File: config.mk
export PLATFORM = sky130hd
export DESIGN_NAME = pressure_frame_decoder
export DESIGN_NICKNAME = d
export VERILOG_FILES = /design/src/sv/pfd_pkg.sv /design/src/sv/pfd_front.sv /design/src/sv/pfd_queue.sv /design/src/sv/pfd_back.sv /design/src/sv/pressure_frame_decoder.sv
export SDC_FILE = /design/constraint.sdc
export NUM_CORES = 1
export LEC_CHECK = 0
export BUFFER_PORTS_ARGS = -buffer_cell sky130_fd_sc_hd__clkbuf_2
export CAP_MARGIN = 0
export CORE_MARGIN = 1.5
export CORE_UTILIZATION = 35
export CTS_BUF_LIST = sky130_fd_sc_hd__clkbuf_8
export DETAILED_ROUTE_END_ITERATION = 8
export PLACE_DENSITY = 0.59
export REMOVE_ABC_BUFFERS = 1
export SYNTH_ARGS = -nofsm -noshare
export SYNTH_HDL_FRONTEND = slang
export SYNTH_SLANG_ARGS = --single-unit
File: constraint.sdc
create_clock -name i_clk -period 6.8 [get_ports i_clk]
set_clock_uncertainty 0.05 [all_clocks]
set_input_delay 2.04 -clock i_clk [delete_from_list [all_inputs] [get_ports i_clk]]
set_output_delay 2.04 -clock i_clk [all_outputs]
set_load 0.01 [all_outputs]
File: src/sv/pfd_pkg.sv
`timescale 1ns / 1ps
// Shared types, constants and codes of the pressure frame decoder.
package pfd_pkg;

    localparam int FRAME_BYTES = 9;
    localparam int BYTE_IDX_W  = 4;

    localparam logic [7:0] CRC_INIT = 8'hFF;
    localparam logic [7:0] CRC_POLY = 8'h31;

    // Byte positions inside one reply frame.
    localparam logic [BYTE_IDX_W-1:0] IDX_P_HI   = BYTE_IDX_W'(0);
    localparam logic [BYTE_IDX_W-1:0] IDX_P_LO   = BYTE_IDX_W'(1);
    localparam logic [BYTE_IDX_W-1:0] IDX_P_CRC  = BYTE_IDX_W'(2);
    localparam logic [BYTE_IDX_W-1:0] IDX_S_HI   = BYTE_IDX_W'(6);
    localparam logic [BYTE_IDX_W-1:0] IDX_S_LO   = BYTE_IDX_W'(7);
    localparam logic [BYTE_IDX_W-1:0] IDX_S_CRC  = BYTE_IDX_W'(8);
    localparam logic [BYTE_IDX_W-1:0] IDX_LAST   = BYTE_IDX_W'(FRAME_BYTES - 1);

    localparam logic CMD_BYTE     = 1'b0;
    localparam logic CMD_BUS_FAIL = 1'b1;

    localparam int CFG_IDX_W  = 2;
    localparam int CFG_DATA_W = 16;
    localparam logic [CFG_IDX_W-1:0] CFG_REPORT_DELTA = CFG_IDX_W'(0);
    localparam logic [CFG_IDX_W-1:0] CFG_FAULT_AFTER  = CFG_IDX_W'(1);

    localparam logic [15:0] DELTA_RESET = 16'd10;
    localparam logic [7:0]  FAULT_RESET = 8'd3;
    localparam logic [7:0]  STREAK_MAX  = 8'hFF;

    localparam int DIV_STEPS = 16;
    localparam int DIV_CNT_W = $clog2(DIV_STEPS);

    localparam int QUEUE_DEPTH = 2;
    localparam int QUEUE_PTR_W = $clog2(QUEUE_DEPTH);
    localparam int QUEUE_CNT_W = $clog2(QUEUE_DEPTH + 1);

    typedef enum logic [1:0] {
        ST_OK    = 2'd0,
        ST_CRC   = 2'd1,
        ST_SCALE = 2'd2,
        ST_BUS   = 2'd3
    } t_status;

    typedef enum logic [1:0] {
        BK_IDLE,
        BK_DIV,
        BK_SIGN,
        BK_DONE
    } t_back_state;

    typedef struct packed {
        logic       cmd;
        logic [7:0] frame_byte;
    } t_in_item;

    typedef struct packed {
        logic [1:0]         status;
        logic signed [15:0] pressure_pa;
        logic [14:0]        failsafe_pa;
        logic               report;
        logic               sensor_fault;
        logic [7:0]         error_streak;
    } t_out_item;

    // A classified sample on its way from the front to the back.
    typedef struct packed {
        t_status     status;
        logic [15:0] pressure_word;
        logic [14:0] scale;
    } t_job;

endpackage

File: src/sv/pfd_front.sv
`timescale 1ns / 1ps
// Front end: takes reply bytes and bus-fail commands, runs the CRC and classifies each finished sample.
module pfd_front import pfd_pkg::*; (
    input  logic     i_clk,
    input  logic     i_rst_n,
    input  logic     i_in_valid,
    input  t_in_item i_in_item,
    input  logic     i_queue_full,
    output logic     o_job_push,
    output t_job     o_job
);

    logic [BYTE_IDX_W-1:0] r_byte_idx, n_byte_idx;
    logic [7:0]            r_crc, n_crc;
    logic                  r_crc_bad, n_crc_bad;
    logic [15:0]           r_pres_word, n_pres_word;
    logic [15:0]           r_scale_word, n_scale_word;

    logic       accept;
    logic [7:0] crc_next;
    logic [7:0] b;

    function automatic logic [7:0] crc8_byte(input logic [7:0] crc, input logic [7:0] data);
        logic [7:0] c;
        c = crc ^ data;
        for (int i = 0; i < 8; i++) begin
            c = c[7] ? ((c << 1) ^ CRC_POLY) : (c << 1);
        end
        return c;
    endfunction

    assign accept   = i_in_valid && !i_queue_full;
    assign b        = i_in_item.frame_byte;
    assign crc_next = crc8_byte(r_crc, b);

    always_comb begin
        n_byte_idx   = r_byte_idx;
        n_crc        = r_crc;
        n_crc_bad    = r_crc_bad;
        n_pres_word  = r_pres_word;
        n_scale_word = r_scale_word;
        o_job_push   = 1'b0;
        o_job.status        = ST_OK;
        o_job.pressure_word = r_pres_word;
        o_job.scale         = r_scale_word[14:0];

        if (accept) begin
            if (i_in_item.cmd == CMD_BUS_FAIL) begin
                n_byte_idx   = '0;
                n_crc        = CRC_INIT;
                n_crc_bad    = 1'b0;
                o_job_push   = 1'b1;
                o_job.status = ST_BUS;
            end else begin
                case (r_byte_idx)
                    IDX_P_HI: n_pres_word[15:8]  = b;
                    IDX_P_LO: n_pres_word[7:0]   = b;
                    IDX_S_HI: n_scale_word[15:8] = b;
                    IDX_S_LO: n_scale_word[7:0]  = b;
                    default: ;
                endcase

                if (r_byte_idx inside {IDX_P_HI, IDX_P_LO, IDX_S_HI, IDX_S_LO}) begin
                    n_crc = crc_next;
                end
                if (r_byte_idx inside {IDX_P_CRC, IDX_S_CRC}) begin
                    if (r_crc != b) begin
                        n_crc_bad = 1'b1;
                    end
                    n_crc = CRC_INIT;
                end

                if (r_byte_idx == IDX_LAST) begin
                    o_job_push = 1'b1;
                    if (n_crc_bad) begin
                        o_job.status = ST_CRC;
                    end else if (r_scale_word[15] || (r_scale_word == 16'd0)) begin
                        o_job.status = ST_SCALE;
                    end else begin
                        o_job.status = ST_OK;
                    end
                    n_byte_idx = '0;
                    n_crc      = CRC_INIT;
                    n_crc_bad  = 1'b0;
                end else begin
                    n_byte_idx = r_byte_idx + BYTE_IDX_W'(1);
                end
            end
        end
    end

    always_ff @(posedge i_clk) begin
        if (!i_rst_n) begin
            r_byte_idx   <= '0;
            r_crc        <= CRC_INIT;
            r_crc_bad    <= 1'b0;
            r_pres_word  <= '0;
            r_scale_word <= '0;
        end else begin
            r_byte_idx   <= n_byte_idx;
            r_crc        <= n_crc;
            r_crc_bad    <= n_crc_bad;
            r_pres_word  <= n_pres_word;
            r_scale_word <= n_scale_word;
        end
    end

endmodule

File: src/sv/pfd_queue.sv
`timescale 1ns / 1ps
// Short job queue between the front end and the back end.
module pfd_queue import pfd_pkg::*; (
    input  logic i_clk,
    input  logic i_rst_n,
    input  logic i_push,
    input  t_job i_job,
    output logic o_full,
    input  logic i_pop,
    output logic o_valid,
    output t_job o_job
);

    t_job                   r_slot [QUEUE_DEPTH];
    logic [QUEUE_PTR_W-1:0] r_wr_ptr, n_wr_ptr;
    logic [QUEUE_PTR_W-1:0] r_rd_ptr, n_rd_ptr;
    logic [QUEUE_CNT_W-1:0] r_count, n_count;

    logic do_push, do_pop;

    assign o_full  = (r_count == QUEUE_CNT_W'(QUEUE_DEPTH));
    assign o_valid = (r_count != '0);
    assign o_job   = r_slot[r_rd_ptr];

    assign do_push = i_push && !o_full;
    assign do_pop  = i_pop && o_valid;

    always_comb begin
        n_wr_ptr = do_push ? r_wr_ptr + QUEUE_PTR_W'(1) : r_wr_ptr;
        n_rd_ptr = do_pop  ? r_rd_ptr + QUEUE_PTR_W'(1) : r_rd_ptr;
        n_count  = r_count;
        if (do_push && !do_pop) begin
            n_count = r_count + QUEUE_CNT_W'(1);
        end else if (do_pop && !do_push) begin
            n_count = r_count - QUEUE_CNT_W'(1);
        end
    end

    always_ff @(posedge i_clk) begin
        if (!i_rst_n) begin
            r_wr_ptr <= '0;
            r_rd_ptr <= '0;
            r_count  <= '0;
        end else begin
            r_wr_ptr <= n_wr_ptr;
            r_rd_ptr <= n_rd_ptr;
            r_count  <= n_count;
        end
    end

    always_ff @(posedge i_clk) begin
        if (do_push) begin
            r_slot[r_wr_ptr] <= i_job;
        end
    end

endmodule

File: src/sv/pfd_back.sv
`timescale 1ns / 1ps
// Back end: divider, error streak, report decision and the result register.
module pfd_back import pfd_pkg::*; (
    input  logic                  i_clk,
    input  logic                  i_rst_n,
    input  logic                  i_job_valid,
    input  t_job                  i_job,
    output logic                  o_job_pop,
    input  logic                  i_cfg_write,
    input  logic [CFG_IDX_W-1:0]  i_cfg_index,
    input  logic [CFG_DATA_W-1:0] i_cfg_data,
    output logic                  o_out_valid,
    input  logic                  i_out_stall,
    output t_out_item             o_out_item
);

    t_back_state r_state, n_state;

    logic [15:0]          r_quo;
    logic [14:0]          r_rem;
    logic [14:0]          r_div;
    logic [DIV_CNT_W-1:0] r_cnt;
    logic                 r_neg;
    logic [15:0]          r_pa;
    logic [7:0]           r_fail_cnt;
    logic [15:0]          r_last_rep;
    logic                 r_rep_valid;
    logic [15:0]          r_delta;
    logic [7:0]           r_fault_lim;
    t_out_item            r_out;
    logic                 r_out_valid;

    logic        slot_free;
    logic        load;
    logic        emit;
    t_out_item   n_item;
    logic [7:0]  n_fail_cnt;
    logic [15:0] mag;
    logic [15:0] trial;
    logic [16:0] diff;
    logic [16:0] abs_diff;

    assign slot_free = !r_out_valid || !i_out_stall;

    assign mag   = i_job.pressure_word[15] ? (16'd0 - i_job.pressure_word)
                                           : i_job.pressure_word;
    assign trial = {r_rem, r_quo[15]};

    assign diff     = {r_pa[15], r_pa} - {r_last_rep[15], r_last_rep};
    assign abs_diff = diff[16] ? (17'd0 - diff) : diff;

    always_comb begin
        n_state = r_state;
        case (r_state)
            BK_IDLE: begin
                if (i_job_valid && (i_job.status == ST_OK)) begin
                    n_state = BK_DIV;
                end
            end
            BK_DIV: begin
                if (r_cnt == DIV_CNT_W'(DIV_STEPS - 1)) begin
                    n_state = BK_SIGN;
                end
            end
            BK_SIGN: n_state = BK_DONE;
            BK_DONE: begin
                if (slot_free) begin
                    n_state = BK_IDLE;
                end
            end
            default: n_state = BK_IDLE;
        endcase
    end

    always_comb begin
        o_job_pop  = 1'b0;
        load       = 1'b0;
        emit       = 1'b0;
        n_fail_cnt = (r_fail_cnt == STREAK_MAX) ? r_fail_cnt : r_fail_cnt + 8'd1;
        n_item.status      = ST_OK;
        n_item.pressure_pa = '0;
        n_item.failsafe_pa = '0;
        n_item.report      = 1'b0;
        case (r_state)
            BK_IDLE: begin
                if (i_job_valid) begin
                    if (i_job.status == ST_OK) begin
                        o_job_pop = 1'b1;
                        load      = 1'b1;
                    end else if (slot_free) begin
                        o_job_pop     = 1'b1;
                        emit          = 1'b1;
                        n_item.status = i_job.status;
                    end
                end
            end
            BK_DONE: begin
                emit               = slot_free;
                n_fail_cnt         = 8'd0;
                n_item.pressure_pa = r_pa;
                n_item.failsafe_pa = (!r_pa[15] && (r_pa != 16'd0)) ? r_pa[14:0] : 15'd0;
                n_item.report      = !r_rep_valid || (abs_diff >= {1'b0, r_delta});
            end
            default: ;
        endcase
        n_item.error_streak = n_fail_cnt;
        n_item.sensor_fault = (n_fail_cnt >= r_fault_lim);
    end

    always_ff @(posedge i_clk) begin
        if (!i_rst_n) begin
            r_state     <= BK_IDLE;
            r_cnt       <= '0;
            r_fail_cnt  <= '0;
            r_last_rep  <= '0;
            r_rep_valid <= 1'b0;
            r_delta     <= DELTA_RESET;
            r_fault_lim <= FAULT_RESET;
            r_out_valid <= 1'b0;
        end else begin
            r_state <= n_state;

            if (i_cfg_write) begin
                if (i_cfg_index == CFG_REPORT_DELTA) begin
                    r_delta <= i_cfg_data;
                end else if (i_cfg_index == CFG_FAULT_AFTER) begin
                    r_fault_lim <= i_cfg_data[7:0];
                end
            end

            if (load) begin
                r_cnt <= '0;
            end else if (r_state == BK_DIV) begin
                r_cnt <= r_cnt + DIV_CNT_W'(1);
            end

            if (emit) begin
                r_out_valid <= 1'b1;
                r_fail_cnt  <= n_fail_cnt;
                if ((r_state == BK_DONE) && n_item.report) begin
                    r_last_rep  <= r_pa;
                    r_rep_valid <= 1'b1;
                end
            end else if (!i_out_stall) begin
                r_out_valid <= 1'b0;
            end
        end
    end

    // Divider datapath: restoring, one quotient bit a cycle.
    always_ff @(posedge i_clk) begin
        if (load) begin
            r_neg <= i_job.pressure_word[15];
            r_quo <= mag + {2'b00, i_job.scale[14:1]};
            r_rem <= '0;
            r_div <= i_job.scale;
        end else if (r_state == BK_DIV) begin
            if (trial >= {1'b0, r_div}) begin
                r_rem <= 15'(trial - {1'b0, r_div});
                r_quo <= {r_quo[14:0], 1'b1};
            end else begin
                r_rem <= trial[14:0];
                r_quo <= {r_quo[14:0], 1'b0};
            end
        end
        if (r_state == BK_SIGN) begin
            r_pa <= r_neg ? (16'd0 - r_quo) : r_quo;
        end
        if (emit) begin
            r_out <= n_item;
        end
    end

    assign o_out_valid = r_out_valid;
    assign o_out_item  = r_out;

`ifndef SYNTHESIS
    a_div_nonzero: assert property (@(posedge i_clk) disable iff (!i_rst_n)
        (r_state == BK_DIV) |-> (r_div != 15'd0))
        else $error("divider running with a zero divisor");

    a_pop_needs_job: assert property (@(posedge i_clk) disable iff (!i_rst_n)
        o_job_pop |-> i_job_valid)
        else $error("job popped from an empty queue");

    a_report_marks: assert property (@(posedge i_clk) disable iff (!i_rst_n)
        (emit && (r_state == BK_DONE) && n_item.report) |=> r_rep_valid)
        else $error("reported reading not remembered");

    a_error_streak: assert property (@(posedge i_clk) disable iff (!i_rst_n)
        (emit && (n_item.status != ST_OK)) |-> (n_item.error_streak != 8'd0))
        else $error("failed sample left the error streak at zero");
`endif

endmodule

File: src/sv/pressure_frame_decoder.sv
`timescale 1ns / 1ps
// Top level of the pressure frame decoder: front end, job queue and back end.
//
//   Channel | Direction | Handshake              | Payload
//   in      | input     | i_in_valid / o_in_stall   | i_in_item (cmd, frame_byte)
//   out     | output    | o_out_valid / i_out_stall | o_out_item (status .. error_streak)
//   cfg     | input     | i_cfg_valid / o_cfg_ready | i_cfg_index, i_cfg_data
//
// The front end takes one byte a cycle; the input stalls only while the two-entry queue is full.
// A failed sample goes from the queue head straight into the result register once that register is free.
// A good sample runs through the 16-step bit-serial divider and the sign step, then waits for the result register.
// A finished result waits in the output register while the next good job can already be dequeued.
// Reset is synchronous and active low; configuration writes are taken in every cycle.
module pressure_frame_decoder import pfd_pkg::*; (
    input  logic                  i_clk,
    input  logic                  i_rst_n,
    input  logic                  i_in_valid,
    output logic                  o_in_stall,
    input  t_in_item              i_in_item,
    output logic                  o_out_valid,
    input  logic                  i_out_stall,
    output t_out_item             o_out_item,
    input  logic                  i_cfg_valid,
    output logic                  o_cfg_ready,
    input  logic [CFG_IDX_W-1:0]  i_cfg_index,
    input  logic [CFG_DATA_W-1:0] i_cfg_data
);

    logic queue_full;
    logic job_push;
    t_job push_job;
    logic job_valid;
    t_job head_job;
    logic job_pop;

    assign o_in_stall  = queue_full;
    assign o_cfg_ready = 1'b1;

    pfd_front u_front (
        .i_clk        (i_clk),
        .i_rst_n      (i_rst_n),
        .i_in_valid   (i_in_valid),
        .i_in_item    (i_in_item),
        .i_queue_full (queue_full),
        .o_job_push   (job_push),
        .o_job        (push_job)
    );

    pfd_queue u_queue (
        .i_clk   (i_clk),
        .i_rst_n (i_rst_n),
        .i_push  (job_push),
        .i_job   (push_job),
        .o_full  (queue_full),
        .i_pop   (job_pop),
        .o_valid (job_valid),
        .o_job   (head_job)
    );

    pfd_back u_back (
        .i_clk       (i_clk),
        .i_rst_n     (i_rst_n),
        .i_job_valid (job_valid),
        .i_job       (head_job),
        .o_job_pop   (job_pop),
        .i_cfg_write (i_cfg_valid),
        .i_cfg_index (i_cfg_index),
        .i_cfg_data  (i_cfg_data),
        .o_out_valid (o_out_valid),
        .i_out_stall (i_out_stall),
        .o_out_item  (o_out_item)
    );

endmodule
; Word level (Yosys, flattened, before mapping)
; Memories as Yosys holds them, arrays and structs flattened. A register that Yosys moved wholly into a read port is not among the register bits.
; Index checks and enable logic that the tools add are counted.
; W data, S select, Z words.
[totals]
register_bits = 211
ram_bits = 66
inputBits = 32
output_inout_bits = 46
word_cells = 180
n_memories = 1
[op_classes]
addsub = 13
magnitude_cmp = 3
eq_ne = 17
mux = 60
bitwise = 15
reduce_logical = 42
[mem_list]
columns = memory, words, width, read_ports, rd_ports_with_merged_regs, wr, line_no
row1 = u_queue.r_slot, 2, 33, 1, 1, 1, pfd_queue.sv:14  ; t_job r_slot [QUEUE_DEPTH];
[op_table]
columns = operator, count
row1 = $mux W16, 4
row2 = $mux W6, 8
row3 = $mux W8, 6
row4 = $sub A1 B16 Y16 const A, 2
row5 = $mux W1, 26
row6 = $not A3 Y3, 8
row7 = $mux W2, 10
row8 = $reduce_and A3 Y1, 6
row9 = $ge A17 B16 Y1, 1
row10 = $mux W17, 1
row11 = $sub A1 B17 Y17 const A, 1
row12 = $sub A16 B16 Y17, 1
row13 = $add A16 B14 Y16, 1
row14 = $ge A16 B15 Y1, 1
row15 = $logic_not A16 Y1, 1
row16 = $reduce_bool A16 Y1, 1
row17 = $mux W15, 1
row18 = $sub A15 B15 Y15, 1
row19 = $add A4 B1 Y4 const B, 2
row20 = $add A8 B1 Y8 const B, 1
row21 = $eq A4 B3 Y1 const B, 2
row22 = $eq A4 B4 Y1 const B, 2
row23 = $eq A8 B8 Y1 const B, 1
row24 = $ge A8 B8 Y1, 1
row25 = 24 further kinds, 61

; Depth between registers and ports, before layout
[depth]
ltp_word = 21
depth_mapped = 24

; Hierarchy
; A second synthesis with hierarchy kept.
[hier_totals]
cells_unflattened = 1402
area_unflattened_um2 = 14760.4
[modules_own_cells]
columns = module, n_inst, cells_each, area_per_inst_um2, seq_area_each_um2
row1 = pfd_back, 1, 1057, 10042.1, 4154.0
row2 = pfd_queue, 1, 128, 2610.0, 2082.0
row3 = pfd_front, 1, 215, 2097.0, 900.9
row4 = pressure_frame_decoder, 1, 2, 11.3, 0.0

; Least setup slack after synthesis
; OpenSTA, ideal clock, no wires.
[synth_timing]
kind = register to register
from = register (tool-made name)
to = register u_back.r_quo[15] (data pin)
arrival_ns = 4.626
t_required_ns = 6.487
path_slack_ns = 1.860
path_stages_with_launch = 19
path_buffers = 4
cell_sequence = dfxtp_1 clkbuf_1 buf_1 clkbuf_1 clkbuf_1 mux2i_1 ha_1 nand2_1 o21ai_0 ha_1 a21o_1 a21o_1 a2111oi_0 o31ai_1 o41ai_1 o21ai_0 o21bai_1 xor2_1 o21ai_1
[synth_lines]
columns = element, line_no
row1 = end signal: assignment, pfd_back.sv:154  ; r_quo <= mag + {2'b00, i_job.scale[14:1]};
row2 = end signal: assignment, pfd_back.sv:160  ; r_quo <= {r_quo[14:0], 1'b1};
row3 = end signal: assignment, pfd_back.sv:163  ; r_quo <= {r_quo[14:0], 1'b0};
row4 = end: declaration, pfd_back.sv:19  ; logic [15:0] r_quo;

; Worst setup path after layout
[layout_timing]
from = register u_back.r_pa[0]
to = register u_back.r_rep_valid
[layout_between]
elab_chain_len = 8
[layout_rtl]
columns = element, line_no
row1 = start: declaration, pfd_back.sv:24  ; logic [15:0] r_pa;
row2 = start signal: assignment, pfd_back.sv:167  ; r_pa <= r_neg ? (16'd0 - r_quo) : r_quo;
row3 = $sub A16 B16 Y17 *, pfd_back.sv:49  ; assign diff = {r_pa[15], r_pa} - {r_last_rep[15], r_last_rep};
row4 = $sub A1 B17 Y17, pfd_back.sv:50  ; assign abs_diff = diff[16] ? (17'd0 - diff) : diff;
row5 = $mux W17 *, pfd_back.sv:50
row6 = $ge A17 B16 Y1 *, pfd_back.sv:102  ; n_item.report = !r_rep_valid || (abs_diff >= {1'b0, r_delta});
row7 = $logic_or A1 B1 Y1 *, pfd_back.sv:102
row8 = $mux W1 *, pfd_back.sv:84  ; case (r_state)
row9 = $logic_and A1 B1 Y1 *, pfd_back.sv:140  ; if ((r_state == BK_DONE) && n_item.report) begin
row10 = $reduce_and A2 Y1 (no line) *, --
row11 = end signal: assignment, pfd_back.sv:116  ; r_rep_valid <= 1'b0;
row12 = end signal: assignment, pfd_back.sv:142  ; r_rep_valid <= 1'b1;
row13 = end: declaration, pfd_back.sv:27  ; logic r_rep_valid;
; Every way passes the cells marked *; elsewhere a longest branch is shown, timed or not.
; A chain may end at the register's enable or synchronous reset.

==> summary.md <==
| Metric | Value |
|---|---|
| Root Buffer | clkbuf_8 |
| Num ports | 78 |
| CP peak stage delay | 0.61 ns |
| Critical path data required time | 7.23 ns |
| Post-Syn Instances | 1,439 |
| Drt drc | 0 |
| Post-DRT Antenna Nets | 0 |
| Yosys reg bits | 278 |
| Synth Area per Inst | 10.3 um2 |
| Hpwl dp | 23,200 um |
| Data arrival time of the worst path | 5.96 ns |
| Number of max-cap violations | 0 |
| Initial antenna violation count | 1 |
| Hold WC Path Type | reg -> reg |
| Via density | 4.94 |
| Xor/xnor share of the synthesized area | 5.91% |
| Initial Util | 35.4% |
| Die width | 209 um |
| Port buffer count | 76 |
| Pwr/cell area | 371 nW/um2 |
| Post-CTS Setup Inserts | 0 |
| Sequential share of the synthesized area | 48.1% |
| Hold WS | 0.406 ns |
| Yosys cell types | 77 |
| CP cell instances | inv_1 -> ha_1 -> fa_1 -> nand2b_1 -> a21o_1 -> a311oi_2 -> o2111ai_1 -> or4b_4 -> nor4b_4 -> a21oi_1 -> xnor2_1 -> ha_1 -> and4_1 -> nand4_1 -> nor3_1 -> o31ai_1 -> nand3b_1 -> a41o_1 -> o211a_1 -> o21a_1 |
| Setup_tns | 0 ns |
| Synth top area share | 31.8% |
| Main flop type after synthesis | edfxtp_1 |
| EDFF count, synth | 157 |
| Layout cells sized above 1 | 13.0% |
| Worst Setup Start Kind | flop |
| Final slew viol count | 0 |
| Resized Gates After CTS | 0 |
| Number of global-route vias before repair | 10,210 |
| Core area | 41,900 um2 |
| Gr usage total | 14.7% |
| Maximum vdd drop | 0.242 mV |
| RSZ-0062 raised after global routing | no |
| Count leader, synth | edfxtp_1 |
| Die ar. | 43,600 um2 |
| Worst Tran Pin Value | 1.01 ns |
| Max H-tree Level | 2 |
| Final WL | 32,100 um |
| Final Cycle Share | 81.3% |
| Post-synth ARST share | 0% |
| Multiplexer area fraction after synthesis | 6.83% |
| CP max FO | 17 |
| Largest family of logic cells by synthesized area | simple AND/OR/NAND/NOR gates |
| TritonCTS clock tree | built |
| Status | finished, final reports clean |
| Cell family with most CP delay | compound AO/OA/AOI/OAI gates |
| Post-Synthesis Cell Area | 14,800 um2 |
| Cell row count | 75 |
| Total grt overflow | 0 |
| Slowest CP cell | o211a_1 |
| Commonest cells post-synth | 157 x edfxtp_1, 145 x nand2_1, 121 x dfxtp_1, 85 x inv_1, 85 x nor2_1 |
| Final setup violation count | 0 |
| Pre-Repair DR Iteration Count | 4 |
| CTS max path bufs | 3 |
| Leak | 6.49 nW |
| Fin. Hold Viols | 0 |
| PnR worst setup slack | 1.27 ns |
| Reg clk slew, reported paths | 0.06 ns |
| Worst setup EP type | flop |
| Adder-cell area share of the yosys netlist | 7.41% |
| Synth-to-layout area growth | 13.6% |
| First-pass GRT wire length | 51,700 um |
| Wirelength per Cell | 15.2 um |
| Most frequent CP cell | ha_1 |
| Simple-Gate Fraction of Synth Area | 16.1% |
| Tmin final | 5.53 ns |
| Cts hold-fix bufs | 0 |
| Number of CTS-inserted buffers | 50 |
| Maximum number of pins on one net before global-route repair | 48 |
| Worst Path Buf+Inv | 1 |
| Synth area leaders | edfxtp_1 32%, dfxtp_1 16%, ha_1 7.0% |
| DRT iter0 DRCs | 470 |
| Final core area utilization | 40.3% |
| GPL Wtd Cong | 0.863 |
| Later-pin clock latency in the skew report | 0.60 ns |
| YS warnings | 0 |
| Setup slack after placement | 1.24 ns |
| Die Ht | 209 um |
| DR vias | 10,412 |
| Largest area contributor in the netlist | edfxtp_1 |
| Synth Area in Compound Gates | 11.9% |
| Nets | 1,645 |
| CTS Sinks | 278 |
| Relative slew slack | 32.4% |
| Kind of critical path | reg -> reg |
| Max Clk Rate | 181 MHz |
-- worst reg2reg max path, cell delays in order (launching register included) --
cell	delay, ns
edfxtp_1	0.40
inv_1	0.08
ha_1	0.21
fa_1	0.42
nand2b_1	0.20
a21o_1	0.22
a311oi_2	0.39
o2111ai_1	0.17
or4b_4	0.54
nor4b_4	0.31
a21oi_1	0.12
xnor2_1	0.18
ha_1	0.26
and4_1	0.20
nand4_1	0.09
nor3_1	0.05
o31ai_1	0.22
nand3b_1	0.13
a41o_1	0.23
o211a_1	0.61
o21a_1	0.35
-- cell families after synthesis --
family	after synthesis
adders and majority gates	86
buffers and inverters	139
and+or+nand+nor	471
AOI/OAI and AO/OA	265
other	1
DFF	278
muxes	99
xor gates and xnor gates	100
-- placed cells by master (no fill, tap or decap), types with 42 or more instances in the layout --
cell,count
o21ai_0,74
clkbuf_2,75
nor2b_1,57
xor2_1,42
a21oi_1,54
nand2_1,145
inv_1,94
xnor2_1,58
and2_1,44
ha_1,83
nor2_1,84
mux2i_1,82
edfxtp_1,157
clkbuf_8,56
dfxtp_1,120
-- where the power goes --
group / internal, mW / leakage (nW) / total (mW) / switching [mW]
Sequential: 2.18 / 2.47 / 2.38 / 0.208
Clock: 0.990 / 0.590 / 1.70 / 0.706
Combinational: 0.920 / 3.44 / 2.17 / 1.25
-- metrics by stage --
step	cell area, um2	std cells	total power, mW
finish	16900	2108	6.25
global route	16900	2108	6.71
CTS	16800	2107	6.34
floorplan	14600	1387	3.99
detailed placement	15800	2014	4.60
global placement	15800	2014	4.56
-- final timing paths --
check	endpoint	cells after the start	slack [ns]	start
min reg2reg	u_queue.r_slot[0][24]	0	0.41	u_front.r_pres_word[9]
max	u_back.r_rep_valid	20	1.27	u_back.r_pa[0]
max reg2reg	u_back.r_rep_valid	20	1.27	u_back.r_pa[0]
min	u_queue.r_slot[0][24]	0	0.41	u_front.r_pres_word[9]
-- cell type report --
| class | instances | area (um2) |
|---|---|---|
| Antenna cell | 1 | 2.50 |
| Fill cell | 4118 | 25000 |
| Sequential cell | 278 | 7140 |
| Clock buffer | 56 | 771 |
| Multi-Input combinational cell | 1022 | 7140 |
| Timing Repair Buffer | 88 | 470 |
| Inverter | 87 | 327 |
| Clock inverter | 37 | 328 |
| Tap cell | 539 | 674 |
-- state kept, by name, indices dropped and copies added, names as in the netlist, 2 cells and up, named ones only --
name                  cells
u_back.o_out_item        43
u_back.r_cnt              4
u_back.r_delta           16
u_back.r_div             15
u_back.r_fail_cnt         8
u_back.r_fault_lim        8
u_back.r_last_rep        16
u_back.r_pa              16
u_back.r_quo             16
u_back.r_rem             15
u_back.r_state            2
u_front.r_byte_idx        4
u_front.r_crc             8
u_front.r_pres_word      16
u_front.r_scale_word     16
u_queue.r_count           2
u_queue.r_slot           66
-- layer usage --
layer  global-route usage [%]  part of all wire, %  vias to the layer above
li1                         -                    -                     5304
met1                     18.8                   48                     4897
met2                     24.5                   46                      166
met3                     2.84                  3.4                       45
met4                     5.67                  2.4                        0
met5                        0                    0                        -
(Power assumes the default switching activity.)
